## src/hdl/cse_pkg.sv

```systemverilog
`timescale 1ns / 1ps
package cse_pkg;

    localparam int MAX_WIDTH   = 1024;
    localparam int COL_W       = $clog2(MAX_WIDTH);
    localparam int CH_W        = 8;
    localparam int NUM_LANES   = 3;
    localparam int PIX_W       = CH_W * NUM_LANES;
    localparam int MAG_W       = 9;
    localparam int BIN_W       = 2;
    localparam int LANE_W      = MAG_W + BIN_W;
    localparam int EDGE_W      = LANE_W * NUM_LANES;
    localparam int OUT_W       = PIX_W + 1;
    localparam int FIFO_DEPTH  = 8;
    localparam int FIFO_PTR_W  = $clog2(FIFO_DEPTH);
    localparam int FIFO_CNT_W  = FIFO_PTR_W + 1;
    localparam int ADDR_W      = 4;

    localparam logic [10:0] WIDTH_RESET  = 11'd640;
    localparam logic [15:0] HEIGHT_RESET = 16'd480;
    localparam logic [8:0]  THRESH_RESET = 9'd30;

    localparam logic [1:0] REG_IDX_WIDTH  = 2'd0;
    localparam logic [1:0] REG_IDX_HEIGHT = 2'd1;
    localparam logic [1:0] REG_IDX_THRESH = 2'd2;

    localparam logic [BIN_W-1:0] BIN_HORIZ = 2'd0;
    localparam logic [BIN_W-1:0] BIN_DIAG1 = 2'd1;
    localparam logic [BIN_W-1:0] BIN_VERT  = 2'd2;
    localparam logic [BIN_W-1:0] BIN_DIAG3 = 2'd3;

    localparam logic [6:0]  TAN_LOW_Q8  = 7'd106;
    localparam logic [9:0]  TAN_HIGH_Q8 = 10'd618;
    localparam logic [15:0] DIV6_RECIP  = 16'd43691;
    localparam int          DIV6_SHIFT  = 18;

    typedef logic [COL_W-1:0] col_t;

    typedef struct packed {
        logic [BIN_W-1:0] bin;
        logic [MAG_W-1:0] mag;
    } edge_lane_t;

    typedef struct packed {
        logic upd;
        logic grad_en;
        logic out_en;
        logic inner;
        logic last;
        col_t qc;
    } stage_ctrl_t;

endpackage

```

## src/hdl/cse_nms_lane.sv

```systemverilog
`timescale 1ns / 1ps
module cse_nms_lane (
    input  cse_pkg::edge_lane_t [8:0]      win,
    input  logic [cse_pkg::MAG_W-1:0]      threshold,
    input  logic                           inner,
    output logic [cse_pkg::CH_W-1:0]       edge_out
);
    import cse_pkg::*;

    logic [MAG_W-1:0] m;
    logic [MAG_W-1:0] side_a;
    logic [MAG_W-1:0] side_b;

    always_comb begin
        m = win[4].mag;
        case (win[4].bin)
            BIN_HORIZ: begin
                side_a = win[3].mag;
                side_b = win[5].mag;
            end
            BIN_DIAG1: begin
                side_a = win[2].mag;
                side_b = win[6].mag;
            end
            BIN_VERT: begin
                side_a = win[1].mag;
                side_b = win[7].mag;
            end
            default: begin
                side_a = win[0].mag;
                side_b = win[8].mag;
            end
        endcase
        if (!inner || m < threshold || m < side_a || m < side_b) begin
            edge_out = '0;
        end else if (m > MAG_W'(255)) begin
            edge_out = 8'hFF;
        end else begin
            edge_out = m[CH_W-1:0];
        end
    end

endmodule

```

## config.mk

```make
export PLATFORM = sky130hd
export DESIGN_NAME = cse_nms_lane
export DESIGN_NICKNAME = d
export VERILOG_FILES = /design/src/hdl/cse_pkg.sv /design/src/hdl/cse_nms_lane.sv
export SDC_FILE = /design/constraint.sdc
export NUM_CORES = 1
export LEC_CHECK = 0
export ABC_AREA = 1
export CORE_MARGIN = 2
export CORE_UTILIZATION = 55
export DETAILED_ROUTE_END_ITERATION = 16
export DONT_BUFFER_PORTS = 1
export PLACE_DENSITY = 0.7
export SLEW_MARGIN = 20
export SYNTH_ARGS = -nofsm -noshare
export SYNTH_HDL_FRONTEND = slang
export SYNTH_SLANG_ARGS = --single-unit
export TNS_END_PERCENT = 10
```

## constraint.sdc

```tcl
create_clock -name vclk -period 2.75
set_input_delay 0.275 -clock vclk [all_inputs]
set_output_delay 0.275 -clock vclk [all_outputs]
set_load 0.01 [all_outputs]
```

==> results.md <==
| Result | Value | Unit |
|---|---|---|
| Drt initial violations | 23 | - |
| Result of the run | completed | - |
| Min cycle time layout | 2404 | ps |
| DRC viols | 0 | - |
| Share of layout cells above drive strength 1 | 0.01869 | - |
| Fmax | 0.4160 | GHz |
| Total gr overflow | 0 | - |
| Max-Slew Margin vs Limit | 0.6668 | - |
| Longest individual stage delay on the worst path | 350 | ps |
| Category of the critical setup timing path | input pin to output pin | - |
| Netlist area before placement | 0.001170 | mm^2 |
| Finished Cell Area | 0.001170 | mm^2 |
| Synth unique cells | 18 | - |
| Most instantiated library cell after synthesis | nand2_1 | - |
| Final Cycle Share | 0.8741 | - |
| Maximum net fanout on the critical path | 22 | - |
| Antenna diode count | 0 | - |
| Number of warning messages in the yosys log | 0 | - |
| Clock buffer instance count of the final layout | 0 | - |
| Starting Density | 0.5903 | - |
| Initial antenna violation count | 0 | - |
| Via Count | 1399 | - |
| Final max-slew violation count | 0 | - |
| Post-place instance area | 0.001165 | mm^2 |
| Hold-fix buffers at CTS | 0 | - |
| Tightest hold margin | 695.8 | ps |
| Number of standard cells after synthesis | 221 | - |
| Cell breakdown of the critical path | inv_1 > nor2_4 > nand2_1 > nand3_1 > o21ai_0 > ha_1 > nand2_1 > nor2_1 > nand3_1 > nor2_1 > nand2_1 > nand2_1 > nand3_4 > nor2_1 | - |
| Total of fill cells in the finished design | 222 | - |
| Post-Syn Nets | 354 | - |
| Worst EP required | 2480 | ps |
| Routed wire length per instance | 13.24 | um |
| Proportion of synthesized chip area in sequential cells | 0 | - |
| Count of antenna-violating nets left after detailed routing | 0 | - |
| TNS Setup | 0 | ps |
| Buffer count from post-CTS setup fixing | 0 | - |
| Kind of cell adding the most delay to the critical path | simple AND/OR/NAND/NOR gates | - |
| Worst vdd ir | 0.07440 | mV |
| Cell area power density | 147.1 | mW/mm^2 |
| Mapped Avg Cell Area | 5.294 | um^2 |
| Post-synth top area cell | ha_1 | - |
| First-pass GRT wire length | 5.099 | mm |
| Ranking of synthesized cells by area | ha_1, nand2_1, o21ai_0 | - |
| Iteration count of the initial detailed-routing pass | 4 | - |
| Crit-path slowest cell | ha_1 | - |
| Total track usage | 0.2462 | - |
| Die area | 0.002512 | mm^2 |
| Number of global-route vias before repair | 1267 | - |
| Hold/Removal Path Class | input pin to output pin | - |
| Post-synth top cells | nand2_1, o21ai_0, nor2_1 | - |
| Count of boundary I/O pins | 117 | - |
| Width of the die | 50.12 | um |
| Top-area cell type share of the netlist area | 0.2567 | - |
| Area growth syn-to-layout | -0.0001710 | % |
| Transition time at the pin with the least slew margin | 498.6 | ps |
| Placer congestion estimate | 0.7082 | - |
| Maximum number of pins on one net before global-route repair | 23 | - |
| Number of max-cap violations | 0 | - |
| CP endpoint kind | output pin | - |
| Count of buffering cells on the critical path with inverters included | 1 | - |
| Num sequential | 0 | - |
| Total leakage power | 0.6034 | nW |
| Routed wire length | 3.190 | mm |
| Finish-stage setup viols | 0 | - |
| Final Hold Violating Endpoints | 0 | - |
| Pre-CTS setup slack | 283.3 | ps |
| Worst Setup Start Kind | input pin | - |
| Final Worst Setup Slack | 346.3 | ps |
| Area of combinational cells with multiple inputs | 0.001057 | mm^2 |
| Detailed placer's ending HPWL | 2.749 | mm |
| Ratio of routed vias to standard cells | 5.805 | - |
| Std-Cell Rows | 16 | - |
| IO buf count | 0 | - |
| Most repeated library cell on the critical path | nand2_1 | - |
| Vert. Die Dim | 50.12 | um |
| Final-stage net count | 349 | - |
| Critical path data arrival time | 2130 | ps |
| Core outline area | 0.001982 | mm^2 |
| Sequential cell area | 0 | um^2 |
| Setup repair after global routing missed its margin | false | - |
| Final Total Pwr | 0.0001721 | W |
## timing repair
| action | CTS | global route |
|---|---|---|
| setup endpoints to repair | 0 | 5 |
| endpoints found under the hold margin | 0 | 0 |
| gates resized for setup | 0 | 1 |
## cell families after synthesis
family,count (synthesis),share of synthesized area
adders and majority gates,24,0.2567
and+or+nand+nor,126,0.4524
AOI/OAI and AO/OA,44,0.1904
buffers and inverters,27,0.1005
## layer usage
metal	global-route usage	vias to the layer above	wire (um)
li1	-	721	-
met1	0.2899	610	1348
met2	0.4803	66	1571
met3	0.02424	2	253
met4	0.02778	0	17
met5	0	-	0
## worst paths after layout
kind	to	from	cells past startpoint
worst max-delay path	edge_out[4]	win[53]	14
worst min-delay path	edge_out[0]	win[44]	2
## metrics by stage
stage / utilization / instances
6_report: 0.5903 / 241
3_3_place_gp: 0.5878 / 241
4_1_cts: 0.5878 / 241
5_1_grt: 0.5903 / 241
3_5_place_dp: 0.5878 / 241
2_1_floorplan: - / 221
## cells in the final DEF, fill, tap and decap left out, types with 2 or more instances in the layout
master    n
o21ai_1   2
o21ai_0  33
a21oi_1   8
ha_1     24
inv_1    19
nor2_1   30
nand3_1  24
nand2_1  68
nor2_4    2
## cell type report
| cell class | count | share of cell area |
|---|---|---|
| Tap cell | 27 | 0.02888 |
| Inverter | 19 | 0.06096 |
| Timing Repair Buffer | 1 | 0.006417 |
| Multi-Input combinational cell | 194 | 0.9037 |
## power breakdown
group | internal [W] | leakage (nW) | switching (W)
sequential | 0 | 0 | 0
combinational | 0.0000709 | 0.603 | 0.000101
clock | 0 | 0 | 0
total | 0.0000709 | 0.603 | 0.000101
No activity file was read; power rests on OpenSTA's default activity.
