**config.mk**
```make
export PLATFORM = sky130hd
export DESIGN_NAME = cse_out_fifo
export DESIGN_NICKNAME = d
export VERILOG_FILES = /design/src/hdl/cse_pkg.sv /design/src/hdl/cse_out_fifo.sv
export SDC_FILE = /design/constraint.sdc
export NUM_CORES = 1
export LEC_CHECK = 0
export BUFFER_PORTS_ARGS = -buffer_cell sky130_fd_sc_hd__buf_2
export CAP_MARGIN = 20
export CELL_PAD_IN_SITES_DETAIL_PLACEMENT = 1
export CELL_PAD_IN_SITES_GLOBAL_PLACEMENT = 1
export CORE_ASPECT_RATIO = 0.75
export CORE_MARGIN = 4
export CORE_UTILIZATION = 30
export CTS_BUF_LIST = sky130_fd_sc_hd__clkbuf_4 sky130_fd_sc_hd__clkbuf_8
export DETAILED_ROUTE_END_ITERATION = 8
export GPL_TIMING_DRIVEN = 0
export PLACE_DENSITY = 0.6
export SLEW_MARGIN = 20
export SYNTH_ARGS = -nofsm -noshare
export SYNTH_HDL_FRONTEND = slang
export SYNTH_SLANG_ARGS = --single-unit
```
**constraint.sdc**
```tcl
create_clock -name aclk -period 8.4 [get_ports aclk]
set_clock_uncertainty 0.15 [all_clocks]
set_input_delay 0 -clock aclk [delete_from_list [all_inputs] [get_ports aclk]]
set_output_delay 0 -clock aclk [all_outputs]
set_load 0.1 [all_outputs]
```
**src/hdl/cse_pkg.sv**
```systemverilog
`timescale 1ns / 1ps
package cse_pkg;

    localparam int MAX_WIDTH   = 1024;
    localparam int COL_W       = $clog2(MAX_WIDTH);
    localparam int CH_W        = 8;
    localparam int NUM_LANES   = 3;
    localparam int PIX_W       = CH_W * NUM_LANES;
    localparam int MAG_W       = 9;
    localparam int BIN_W       = 2;
    localparam int LANE_W      = MAG_W + BIN_W;
    localparam int EDGE_W      = LANE_W * NUM_LANES;
    localparam int OUT_W       = PIX_W + 1;
    localparam int FIFO_DEPTH  = 8;
    localparam int FIFO_PTR_W  = $clog2(FIFO_DEPTH);
    localparam int FIFO_CNT_W  = FIFO_PTR_W + 1;
    localparam int ADDR_W      = 4;

    localparam logic [10:0] WIDTH_RESET  = 11'd640;
    localparam logic [15:0] HEIGHT_RESET = 16'd480;
    localparam logic [8:0]  THRESH_RESET = 9'd30;

    localparam logic [1:0] REG_IDX_WIDTH  = 2'd0;
    localparam logic [1:0] REG_IDX_HEIGHT = 2'd1;
    localparam logic [1:0] REG_IDX_THRESH = 2'd2;

    localparam logic [BIN_W-1:0] BIN_HORIZ = 2'd0;
    localparam logic [BIN_W-1:0] BIN_DIAG1 = 2'd1;
    localparam logic [BIN_W-1:0] BIN_VERT  = 2'd2;
    localparam logic [BIN_W-1:0] BIN_DIAG3 = 2'd3;

    localparam logic [6:0]  TAN_LOW_Q8  = 7'd106;
    localparam logic [9:0]  TAN_HIGH_Q8 = 10'd618;
    localparam logic [15:0] DIV6_RECIP  = 16'd43691;
    localparam int          DIV6_SHIFT  = 18;

    typedef logic [COL_W-1:0] col_t;

    typedef struct packed {
        logic [BIN_W-1:0] bin;
        logic [MAG_W-1:0] mag;
    } edge_lane_t;

    typedef struct packed {
        logic upd;
        logic grad_en;
        logic out_en;
        logic inner;
        logic last;
        col_t qc;
    } stage_ctrl_t;

endpackage

```
**src/hdl/cse_out_fifo.sv**
```systemverilog
`timescale 1ns / 1ps
module cse_out_fifo (
    input  logic                              aclk,
    input  logic                              aresetn,
    input  logic                              push,
    input  logic [cse_pkg::OUT_W-1:0]         push_data,
    input  logic                              pop,
    output logic [cse_pkg::OUT_W-1:0]         head_data,
    output logic                              not_empty,
    output logic [cse_pkg::FIFO_CNT_W-1:0]    count
);
    import cse_pkg::*;

    logic [OUT_W-1:0]      mem_reg [FIFO_DEPTH];
    logic [FIFO_PTR_W-1:0] wptr_reg;
    logic [FIFO_PTR_W-1:0] rptr_reg;
    logic [FIFO_CNT_W-1:0] count_reg;
    logic                  do_pop;

    assign do_pop    = pop && (count_reg != '0);
    assign head_data = mem_reg[rptr_reg];
    assign not_empty = (count_reg != '0);
    assign count     = count_reg;

    always_ff @(posedge aclk) begin
        if (push) begin
            mem_reg[wptr_reg] <= push_data;
        end
    end

    always_ff @(posedge aclk) begin
        if (!aresetn) begin
            wptr_reg  <= '0;
            rptr_reg  <= '0;
            count_reg <= '0;
        end else begin
            if (push) begin
                wptr_reg <= wptr_reg + 1'b1;
            end
            if (do_pop) begin
                rptr_reg <= rptr_reg + 1'b1;
            end
            if (push && !do_pop) begin
                count_reg <= count_reg + 1'b1;
            end else if (!push && do_pop) begin
                count_reg <= count_reg - 1'b1;
            end
        end
    end

endmodule

```
==> impl_metrics.tcl <==
set metrics [dict create \
    worstMarginPinSlew_ns 0.852 \
    rrSetupSlack_ns 5.69 \
    required_ns 8.25 \
    regToRegEndpoint "count[3]" \
    min_to "mem_reg[0][9]" \
    drtIter0Drc 219 \
    cts_made_buffers 35 \
    clock_latency_ns 0.51 \
    layout.nets 529 \
    r2r_start "count[1]" \
    power.density_mw_per_mm2 309 \
    yosysWarnings 0 \
    htree_levels 2 \
    dr.pass1.iters 4 \
    post_cts_buffers 0 \
    finalMaxSlewViolations 0 \
    status "finished clean" \
    grt_pass1_vias 4462 \
    ys_seq_area_share_pct 75.1 \
    num_rows 52 \
    hpwlAfterDp_mm 11.4 \
    wl_per_cell_um 20.3 \
    hold_path.class "in2reg" \
    ys_ff_latch 213 \
    largest_reg_flops 200 \
    antenna_found_initial 1 \
    drc 0 \
    final_common_cell "edfxtp_1" \
    grt_first_pass_wirelength_mm 27.1 \
    synth.largest_area_cell "edfxtp_1" \
    peakVddDrop_v 0.000116 \
    ys_types 27 \
    die_y_um 152 \
    slew_headroom_pct 43.2 \
    max_freq_mhz 350 \
    antenna_cells 0 \
    routed-via-count 4056 \
    criticalPathCategory "reg2out" \
    track_usage_pct 11.6 \
    ioPinCount 59 \
    hp-start "push_data[9]" \
    finalSetupTns_ns 0 \
    synthToLayoutAreaGrowth_pct 23.5 \
    gr-total-overflow 0 \
    layout_min_cycle_time_ns 2.86 \
    rsz0062_at_grt "no" \
    drive_above_1_share_pct 32.2 \
    via_per_inst 4.67 \
    syn_avg_cell_area_sq_um 23.2 \
    dp_cells 780 \
    worst_setup_path_end_kind "output port" \
    cts_tree "yes" \
    most-common-layout-cells "edfxtp_1, buf_2, mux4_1" \
    finalSetupViolCount 0 \
    gp_congestion 0.671 \
    syn_inst 359 \
    leakage_nw 3.47 \
    start_kind "flip-flop" \
    route.final.wire_length_mm 17.7 \
    die-area_sq_mm 0.0306 \
    root_buffer "clkbuf_8" \
    portBuffers 58 \
    drv_cap 0 \
    initial_core_util_pct 30.7 \
    synth_top_area_share_pct 72.0 \
    core-area_sq_mm 0.0272 \
    cp_slowest_stage_delay_ns 0.70 \
    cts_sinks 213 \
    final_cells 869 \
    fin_crit_sh_pct 34.0 \
    path_max_fanout 10 \
    finalHoldViolations 0 \
    postRouteAntennaNets 0 \
    holdPathStages 2 \
    fp.dieW_um 201 \
    clock_path_buffers 3 \
    reg2reg_depth 9 \
    syn_area_sq_mm 0.00834 \
    arrival_ns 2.71 \
    ys_top_cells_by_area "edfxtp_1, mux4_1, mux2_2" \
    grt_max_degree 20 \
    path_clk_slew_ns 0.06 \
    synth_fp_nets 394 \
    critPathSlowestCell "buf_1" \
    path_cells "clkbuf_1 -> buf_1 -> mux2_2 -> buf_2" \
]
==> worst max path at each step <==
stage | slack (ns) | cells after the start | endpoint | startpoint
floorplan | 5.30 | 9 | count[3] | count[1]
global placement | 3.82 | 2 | mem_reg[0][15] | wptr_reg[2]
detailed placement | 5.70 | 9 | count[3] | count[1]
CTS | 5.42 | 4 | head_data[5] | flip-flop
global route | 5.37 | 4 | head_data[5] | flip-flop
finish | 5.54 | 4 | head_data[5] | flip-flop
==> layout make-up <==
class / instances / area [sq um]
clock inverter: 14 / 119
clock buffer: 47 / 578
buffer: 17 / 111
inverter: 1 / 3.75
multi-input combinational: 128 / 2020
tap: 351 / 439
fill: 2624 / 16900
sequential: 213 / 6270
timing repair buffer: 98 / 766
==> routing by layer <==
metal / track usage [%] / wire length, um / vias to the layer above
li1: - / - / 1812
met1: 15.2 / 7790 / 2124
met2: 19.2 / 8690 / 95
met3: 3.09 / 917 / 23
met4: 3.50 / 256 / 2
met5: 0 / 7 / -
==> cells by family (layout without fill, tap and decap cells) <==
| group | count (synthesis) | count (layout) | share of synthesized area (%) |
|---|---|---|---|
| fa+ha+maj | 6 | 6 | 0.990 |
| simple gates | 33 | 33 | 2.04 |
| mux | 78 | 78 | 19.5 |
| compound gates | 5 | 5 | 0.375 |
| xor+xnor | 6 | 6 | 0.630 |
| flops | 213 | 213 | 75.1 |
| buf+inv | 18 | 177 | 1.38 |
==> cells in the mapped netlist (all sizes together) <==
cell,count
nand2,7
a21oi,1
nand3,3
xor2,1
xnor2,5
edfxtp,200
and2,7
a31oi,1
a21boi,1
buf,13
nand2b,4
inv,1
nor3,2
nor2,7
a211oi,1
mux4,50
or4,1
mux2,25
clkbuf,4
o21ai,1
nor2b,2
dfxtp,13
ha,5
mux2i,3
fa,1
==> power breakdown <==
part           internal [mW]  leakage (nW)  switching [mW]
combinational          0.314          1.18           0.735
clock                  0.510         0.367           0.397
sequential              1.20          1.92          0.0233
total                   2.03          3.47            1.16
==> metrics by stage <==
stage	utilization [%]	area, sq um	worst slack [ns]	hold WS (ns)	power (mW)
2_1_floorplan	-	8340	5.30	-0.0511	2.09
3_3_place_gp	33.4	9070	3.82	0.111	2.27
3_5_place_dp	34.3	9320	5.70	0.126	2.30
4_1_cts	37.9	10300	5.42	0.120	3.24
5_1_grt	37.9	10300	5.37	0.136	3.32
6_report	37.9	10300	5.54	0.135	3.18
==> critical path, delay by kind of cell (launching register included) <==
kind / cells / cell delay [ns]
buffers and inverters: 3 / 1.52
flip-flops: 1 / 0.31
multiplexers: 1 / 0.36
==> what timing repair did <==
item                      in CTS  in global routing
hold buffers                  28                  0
resized for setup              0                  0
hold endpoints to repair     213                  0
Note: power is estimated with default switching activity, not from simulation.
