## src/hdl/cse_pkg.sv

```systemverilog
`timescale 1ns / 1ps
package cse_pkg;

    localparam int MAX_WIDTH   = 1024;
    localparam int COL_W       = $clog2(MAX_WIDTH);
    localparam int CH_W        = 8;
    localparam int NUM_LANES   = 3;
    localparam int PIX_W       = CH_W * NUM_LANES;
    localparam int MAG_W       = 9;
    localparam int BIN_W       = 2;
    localparam int LANE_W      = MAG_W + BIN_W;
    localparam int EDGE_W      = LANE_W * NUM_LANES;
    localparam int OUT_W       = PIX_W + 1;
    localparam int FIFO_DEPTH  = 8;
    localparam int FIFO_PTR_W  = $clog2(FIFO_DEPTH);
    localparam int FIFO_CNT_W  = FIFO_PTR_W + 1;
    localparam int ADDR_W      = 4;

    localparam logic [10:0] WIDTH_RESET  = 11'd640;
    localparam logic [15:0] HEIGHT_RESET = 16'd480;
    localparam logic [8:0]  THRESH_RESET = 9'd30;

    localparam logic [1:0] REG_IDX_WIDTH  = 2'd0;
    localparam logic [1:0] REG_IDX_HEIGHT = 2'd1;
    localparam logic [1:0] REG_IDX_THRESH = 2'd2;

    localparam logic [BIN_W-1:0] BIN_HORIZ = 2'd0;
    localparam logic [BIN_W-1:0] BIN_DIAG1 = 2'd1;
    localparam logic [BIN_W-1:0] BIN_VERT  = 2'd2;
    localparam logic [BIN_W-1:0] BIN_DIAG3 = 2'd3;

    localparam logic [6:0]  TAN_LOW_Q8  = 7'd106;
    localparam logic [9:0]  TAN_HIGH_Q8 = 10'd618;
    localparam logic [15:0] DIV6_RECIP  = 16'd43691;
    localparam int          DIV6_SHIFT  = 18;

    typedef logic [COL_W-1:0] col_t;

    typedef struct packed {
        logic [BIN_W-1:0] bin;
        logic [MAG_W-1:0] mag;
    } edge_lane_t;

    typedef struct packed {
        logic upd;
        logic grad_en;
        logic out_en;
        logic inner;
        logic last;
        col_t qc;
    } stage_ctrl_t;

endpackage

```

## src/hdl/cse_grad_lane.sv

```systemverilog
`timescale 1ns / 1ps
module cse_grad_lane (
    input  logic                                aclk,
    input  logic [8:0][cse_pkg::CH_W-1:0]       win,
    output cse_pkg::edge_lane_t                 grad
);
    import cse_pkg::*;

    logic signed [11:0] p [9];
    logic signed [11:0] gx;
    logic signed [11:0] gy;
    logic signed [11:0] gx_abs;
    logic signed [11:0] gy_abs;
    logic [9:0]  ax_reg;
    logic [9:0]  ay_reg;
    logic        gx_zero_reg;
    logic        gx_pos_reg;
    logic        gy_pos_reg;
    logic [10:0] sum;
    logic [26:0] prod;
    logic [19:0] ay_scaled;
    logic [19:0] ax_low;
    logic [19:0] ax_high;

    always_comb begin
        for (int i = 0; i < 9; i++) begin
            p[i] = $signed({4'b0000, win[i]});
        end
        gx = p[2] + (p[5] <<< 1) + p[8] - p[0] - (p[3] <<< 1) - p[6];
        gy = p[6] + (p[7] <<< 1) + p[8] - p[0] - (p[1] <<< 1) - p[2];
        gx_abs = gx[11] ? -gx : gx;
        gy_abs = gy[11] ? -gy : gy;
    end

    always_ff @(posedge aclk) begin
        ax_reg      <= gx_abs[9:0];
        ay_reg      <= gy_abs[9:0];
        gx_zero_reg <= (gx == 12'sd0);
        gx_pos_reg  <= (gx > 12'sd0);
        gy_pos_reg  <= (gy > 12'sd0);
    end

    // magnitude /6 by reciprocal, exact over the 11-bit sum range
    always_comb begin
        sum       = {1'b0, ax_reg} + {1'b0, ay_reg};
        prod      = {16'd0, sum} * {11'd0, DIV6_RECIP};
        ay_scaled = {2'b00, ay_reg, 8'd0};
        ax_low    = {10'd0, ax_reg} * {13'd0, TAN_LOW_Q8};
        ax_high   = {10'd0, ax_reg} * {10'd0, TAN_HIGH_Q8};
        grad.mag  = prod[DIV6_SHIFT +: MAG_W];
        if (gx_zero_reg) begin
            grad.bin = BIN_VERT;
        end else if (ay_scaled < ax_low) begin
            grad.bin = BIN_HORIZ;
        end else if (ay_scaled < ax_high) begin
            grad.bin = (gx_pos_reg == gy_pos_reg) ? BIN_DIAG1 : BIN_DIAG3;
        end else begin
            grad.bin = BIN_VERT;
        end
    end

endmodule

```

## config.mk

```make
export PLATFORM = sky130hd
export DESIGN_NAME = cse_grad_lane
export DESIGN_NICKNAME = d
export VERILOG_FILES = /design/src/hdl/cse_pkg.sv /design/src/hdl/cse_grad_lane.sv
export SDC_FILE = /design/constraint.sdc
export NUM_CORES = 1
export LEC_CHECK = 0
export ABC_AREA = 1
export BUFFER_PORTS_ARGS = -buffer_cell sky130_fd_sc_hd__buf_4
export CAP_MARGIN = 20
export CORE_MARGIN = 2
export CORE_UTILIZATION = 25
export DETAILED_ROUTE_END_ITERATION = 8
export SYNTH_ARGS = -nofsm -noshare
export SYNTH_HDL_FRONTEND = slang
export SYNTH_SLANG_ARGS = --single-unit
```

## constraint.sdc

```tcl
create_clock -name aclk -period 11.7 [get_ports aclk]
set_input_delay 0.585 -clock aclk [delete_from_list [all_inputs] [get_ports aclk]]
set_output_delay 0.585 -clock aclk [all_outputs]
set_load 0.05 [all_outputs]
```

==> metrics.md, run 1 <==
| Metric | Value |
|---|---|
| Grt ovf | 0 |
| NumNets Final | between 1500 and 2000 |
| Starting DRC count in detailed routing | around 260 |
| Total via count after detailed routing | between 7000 and 8000 |
| Fraction of layout cells with a size suffix above 1 | 0.0704 |
| Clock root buffer | sky130_fd_sc_hd__clkbuf_16 |
| Number of antenna violations at the first check in global routing | 0 |
| Average footprint of a synthesized cell | approximately 7.9 sq um |
| Area enclosed by the die boundary | about 0.04 sq mm |
| Cell type with the largest total area after synthesis | sky130_fd_sc_hd__fa_1 |
| Total track usage | 0.112 |
| M1 wire length | 10700 um |
| Vertical die dimension | between 150 and 200 um |
| Cell repeated most along the worst path | sky130_fd_sc_hd__inv_1 |
| Top-area cell type share of the netlist area | 0.280 |
| Predominant post-synthesis flop cell | sky130_fd_sc_hd__dfxtp_1 |
| Setup repair after global routing missed its margin | false |
| Worst Setup SP | ax_reg[3] |
| CTS sink count | 23 |
| Core ar. | 0.0378 sq mm |
| Total setup buffers inserted after CTS | 0 |
| Worst min-delay path startpoint | win[49] |
| Cells resized by post-CTS repair | 0 |
| Met3 WL post-DR | between 600 and 700 um |
| Final design area excluding fillers | approximately 0.011 sq mm |
| Number of H-tree levels | 1 |
| Maximum number of pins on one net before global-route repair | 13 |
| Starting Density | 0.254 |
| Highest metal layer used by the detailed router | met4 |
| Number of filler instances in the final layout | 4034 |
| WP data required | around 11000 ps |
| Routed wire length per instance | approximately 12 um |
| Final setup vio count | 0 |
| Number of diodes | 0 |
| Startpoint types | register |
| Actual slew at the worst max-slew pin | between 600 and 700 ps |
| Fin crit share | 0.594 |
| Sequential share of the synthesized area | 0.0480 |
| Leading cell type by number of instances after synthesis | sky130_fd_sc_hd__inv_1 |
| Highest clock rate | about 0.14 GHz |
| Proportion of synthesized flip-flops having asynchronous set or reset | 0 |
| Worst Setup EP | grad[4] |
| Maximum buffer depth of the clock tree | 2 |
| Number of nets in the synthesized netlist | around 1600 |
| Clock tree from TritonCTS | built |
| Placement Cell Area | ~0.011 sq mm |
| Number of buffers created by CTS | 3 |
| Number of unique standard cell types used by synthesis | 33 |
| Instance count of the mapped netlist | about 1200 |
| Clock-pin slew on the worst setup and hold paths | about 50 ps |
| Accumulated negative setup slack | 0 ps |
| Detailed Routing Iterations Pass 1 | 5 |
| Via count of the first global-routing pass | a little over 8000 |
| Critical path class | reg2out |
| IO Pins | between 80 and 90 |
| Worst slew margin relative to its limit | 0.592 |
| Commonest cells post-synth | 312 x sky130_fd_sc_hd__inv_1, 202 x sky130_fd_sc_hd__ha_1, 202 x sky130_fd_sc_hd__nand2_1, 134 x sky130_fd_sc_hd__fa_1, 63 x sky130_fd_sc_hd__a21oi_1 |
| Detail Placement HPWL | approximately 20000 um |
| Length of routed met2 wiring | between 9000 and 10000 um |
| Shortest clock period the worst path allows after layout | between 6000 and 7000 ps |
| Flop and latch count out of synthesis | 23 |
| Arrival time of data at the critical path endpoint | 6370 ps |
| Maximum fanout encountered on the critical timing path | 6 |
| Worst min-delay path class | in2reg |
| Slew Viols, Final | 0 |
| Number of flops mapped to enable cells by yosys | 0 |
| Max stage delay on crit path | 630 ps |
| Combined area of all synthesized cells | between 0.009 and 0.01 sq mm |
| Cell with the biggest individual delay on the critical path | sky130_fd_sc_hd__fa_1 |
| Final-report hold violation count | 0 |
| First-pass GRT wire length | about 37000 um |
| Via-to-Cell Ratio | around 4.2 |
| Max-capacitance violation count | 0 |
| Layout-stage area growth over the synthesis result | 13.4% |
| Hold buffer count at cts | 0 |
| Result of the run | finished, final reports clean |
| DRC Markers | 0 |
| Routability cong. | approximately 0.87 |
| Port Buffer Count | 75 |
| Nature of the critical path endpoint | output port |
| Top area cells in the synthesized netlist | sky130_fd_sc_hd__fa_1 28%, sky130_fd_sc_hd__ha_1 26%, sky130_fd_sc_hd__inv_1 12% |
| Remaining number of nets flagged by the antenna check after routing | 0 |
| Detailed-route wire length | 21100 um |
| Cell Rows | about 70 |
| Chip width | between 150 and 200 um |
| Ys Warns | 0 |
-- critical path, delay by kind of cell, from the launching register on --
family	cells	cell delay [ps]
buf+inv	7	710
xor+xnor	1	140
compound gates	3	650
simple gates	10	960
flops	1	540
fa+ha+maj	7	3110
-- per-stage QoR --
stage / hold slack, ps / cells / setup WS [ps] / utilization
after floorplan: 803 / 1213 / 5260 / -
after global placement: 1000 / 1799 / 5030 / 0.286
after detailed placement: 1000 / 1799 / 4970 / 0.286
after CTS: 753 / 1803 / 4690 / 0.288
after global routing: 786 / 1803 / 4140 / 0.288
final: 744 / 1803 / 4750 / 0.288
-- cell type report --
| class | count | area (sq um) | share of cell area |
|---|---|---|---|
| flip-flops and latches | 23 | 460 | 0.0424 |
| well taps | 511 | 639 | 0.0588 |
| clock buffers | 4 | 78.8 | 0.00725 |
| inverters | 313 | 1170 | 0.108 |
| repair buffers | 75 | 563 | 0.0518 |
| multi-input cells | 877 | 7950 | 0.732 |
-- per-layer routing --
metal | vias up | global-route usage
li1 | 3957 | -
met1 | 3551 | 0.154
met2 | 126 | 0.198
met3 | 10 | 0.00958
met4 | 0 | 0.0104
met5 | - | 0
-- cells by family after synthesis --
| family | after synthesis | synth area share |
|---|---|---|
| compound gates | 119 | 0.0700 |
| xor+xnor | 55 | 0.0518 |
| fa+ha+maj | 336 | 0.544 |
| buf+inv | 313 | 0.123 |
| flops | 23 | 0.0480 |
| simple gates | 367 | 0.164 |
-- how the worst min path moves through the flow --
stage / endpoint / slack (ps) / depth (start not counted)
finish: ax_reg[0] / 740 / 3
global placement: ax_reg[0] / 1000 / 3
CTS: ax_reg[0] / 750 / 3
detailed placement: ax_reg[0] / 1000 / 3
floorplan: ax_reg[0] / 800 / 2
global route: ax_reg[0] / 790 / 3
-- placed cells by master, fill, tap and decap left out, types with 4 or more instances in the layout --
master | synthesis | layout
sky130_fd_sc_hd__ha_1 | 202 | 202
sky130_fd_sc_hd__o21a_1 | 4 | 4
sky130_fd_sc_hd__dfxtp_1 | 23 | 23
sky130_fd_sc_hd__nand2_1 | 202 | 202
sky130_fd_sc_hd__nor2_1 | 60 | 60
sky130_fd_sc_hd__a21oi_1 | 63 | 63
sky130_fd_sc_hd__o21bai_1 | 7 | 7
sky130_fd_sc_hd__inv_1 | 312 | 312
sky130_fd_sc_hd__nand3b_1 | 4 | 4
sky130_fd_sc_hd__a31oi_1 | 6 | 6
sky130_fd_sc_hd__nand4_1 | 19 | 19
sky130_fd_sc_hd__a21o_1 | 6 | 6
sky130_fd_sc_hd__nor3_1 | 21 | 21
sky130_fd_sc_hd__fa_1 | 134 | 134
sky130_fd_sc_hd__xnor2_1 | 23 | 23
sky130_fd_sc_hd__buf_4 | 0 | 75
sky130_fd_sc_hd__nand3_1 | 48 | 48
sky130_fd_sc_hd__o21ai_0 | 24 | 24
sky130_fd_sc_hd__nand2_2 | 4 | 4
sky130_fd_sc_hd__xor2_1 | 30 | 30
Power of run 1 is left out: the tool's default activity adds up to more than one toggle a clock period on the data nets, which glitch-free logic cannot reach.
==> run 2: changes to the inputs <==
==> constraint.sdc (replaced) <==
create_clock -name aclk -period 6.75 [get_ports aclk]
set_input_delay 0.3375 -clock aclk [delete_from_list [all_inputs] [get_ports aclk]]
set_output_delay 0.3375 -clock aclk [all_outputs]
set_load 0.05 [all_outputs]
==> run 2 against run 1 <==
Net effect: non-clock buffer count rose by 9; critical path depth did not move; core utilization rose by 0.30 points; setup slack got worse by 4400 ps; clock-buffer cell count did not move; first-iteration DRC count rose by 31%; hold slack got worse by 220 ps.
==> metrics.md, run 2 (same netlist as run 1, synthesis figures left out) <==
| Metric | Value |
|---|---|
| Result of the run | finished, final reports clean |
| WP data required | 6410 ps (-4710 ps) |
| Family of cells with the greatest summed delay on the critical path | adder cells |
| Starting Density | 0.254 (unchanged) |
| Critical path class | reg2out |
| Commonest non-fill, non-tap cell in the layout | sky130_fd_sc_hd__inv_1 |
| Nature of the critical path endpoint | output port |
| Routability cong. | 0.886 (+2.2%) |
| Highest clock rate | between 0.15 and 0.2 GHz |
| Post-layout utilization of the core | 0.291 (+0.00305) |
| CTS sink count | 23 (unchanged) |
| Max-capacitance violation count | 0 (unchanged) |
| Highest-count cells in the layout ignoring fill and taps | 312 x sky130_fd_sc_hd__inv_1, 202 x sky130_fd_sc_hd__nand2_1, 198 x sky130_fd_sc_hd__ha_1 |
| FF/Latch Area | 469 sq um (+1.9%) |
| Grt ovf | 0 (unchanged) |
| Detailed-route wire length | 21400 um (+1.7%) |
| Number of buffers created by CTS | 3 (unchanged) |
| Number of filler instances in the final layout | 4122 (+2.2%) |
| Startpoint types | register |
| Final-layout worst hold slack | 521 ps (-223 ps) |
| Via count of the first global-routing pass | 7905 (-2.3%) |
| Vertical die dimension | 200 um (unchanged) |
| Via-to-Cell Ratio | 4.26 (+0.44%) |
| Cell repeated most along the worst path | sky130_fd_sc_hd__nand2_1 |
| Worst min-delay path class | in2reg |
| Maximum number of pins on one net before global-route repair | 13 (unchanged) |
| Shortest clock period the worst path allows after layout | 6370 ps |
| Maximum fanout encountered on the critical timing path | 6 (unchanged) |
| Actual slew at the worst max-slew pin | 401 ps (-210 ps) |
| Detail Placement HPWL | 19900 um (+1.6%) |
| Cell with the biggest individual delay on the critical path | sky130_fd_sc_hd__fa_1 |
| Hold buffer count at cts | 0 (unchanged) |
| Non-Filler Instances | 1812 (+0.50%) |
| Max stage delay on crit path | 610 ps (-20 ps) |
| Layout-stage area growth over the synthesis result | 14.6% |
| Starting DRC count in detailed routing | 344 (+31%) |
| Total track usage | 0.113 (+0.000576) |
| Number of H-tree levels | 1 (unchanged) |
| Fin crit share | 0.944 |
| Number of diodes | 0 (unchanged) |
| Final setup vio count | 0 (unchanged) |
| Routed wire length per instance | 11.8 um (+1.2%) |
| Port Buffer Count | 75 (unchanged) |
| Worst slew margin relative to its limit | 0.732 (+0.140) |
| Clock-pin slew on the worst setup and hold paths | 50 ps (about the same) |
| Final-report hold violation count | 0 (unchanged) |
| Combined area of the multi-input logic cells | 0.00799 sq mm (+0.49%) |
| Cell total after placement | 1807 (+0.44%) |
| Area enclosed by the die boundary | 0.0399 sq mm (unchanged) |
| DRC Markers | 0 (unchanged) |
| Arrival time of data at the critical path endpoint | 6030 ps (-340 ps) |
| Detailed Routing Iterations Pass 1 | 4 (-1) |
| NumNets Final | 1711 (+0.53%) |
| Chip width | 200 um (unchanged) |
| Fraction of layout cells with a size suffix above 1 | 0.0899 (+0.0195) |
| Number of antenna violations at the first check in global routing | 0 (unchanged) |
| Total via count after detailed routing | 7716 (+0.94%) |
| Clock root buffer | sky130_fd_sc_hd__clkbuf_16 |
| Slew Viols, Final | 0 (unchanged) |
| Accumulated negative setup slack | 0 ps (unchanged) |
| Maximum buffer depth of the clock tree | 2 (unchanged) |
| Remaining number of nets flagged by the antenna check after routing | 0 (unchanged) |
| IO Pins | 84 (unchanged) |
| First-pass GRT wire length | 36900 um (-0.33%) |
| Core ar. | 0.0378 sq mm (unchanged) |
| Buffers and inverters on the worst path | 5 (-2) |
| Clock tree from TritonCTS | built |
| Cell Rows | 71 (unchanged) |
==> run 2: stage by stage <==
step | worst slack, ps | cell area [sq um]
final | 381 | 11000
after global routing | -3.66 | 11000
after global placement | 350 | 10800
after floorplan | 562 | 9590
after CTS | 50.5 | 10900
after detailed placement | 336 | 10800
==> run 2: what timing repair did <==
item | CTS | global route
setup endpoints to repair | 0 | 8
gates resized for setup | 0 | 18
hold endpoints to repair | 0 | 0
buffers inserted | 0 | 1
==> run 2: layer usage <==
metal	part of all wire	routed length (um)	global-route usage	vias to the layer above
li1	-	-	-	3975
met4	0.012	267	0.0181	0
met5	0	0	0	-
met1	0.50	10800	0.157	3589
met2	0.45	9690	0.193	139
met3	0.033	714	0.0104	13
==> run 2: cell type report <==
cell class / count / area share
multi-input combinational: 877 / 0.727
inverter: 313 / 0.107
tap: 511 / 0.0582
timing repair buffer: 84 / 0.0574
sequential: 23 / 0.0427
clock buffer: 4 / 0.00718
==> run 2: final timing paths <==
| kind | startpoint | endpoint | slack (ps) | cells past startpoint |
|---|---|---|---|---|
| setup / recovery | ax_reg[2] | grad[4] | 380 | 28 |
| hold / removal | win[49] | ax_reg[0] | 520 | 3 |
==> run 2: tightest hold or removal path: stages <==
cell and delay [ps]:
sky130_fd_sc_hd__buf_4 130, sky130_fd_sc_hd__inv_1 50, sky130_fd_sc_hd__ha_1 200
Power of run 2 is left out for the same reason.
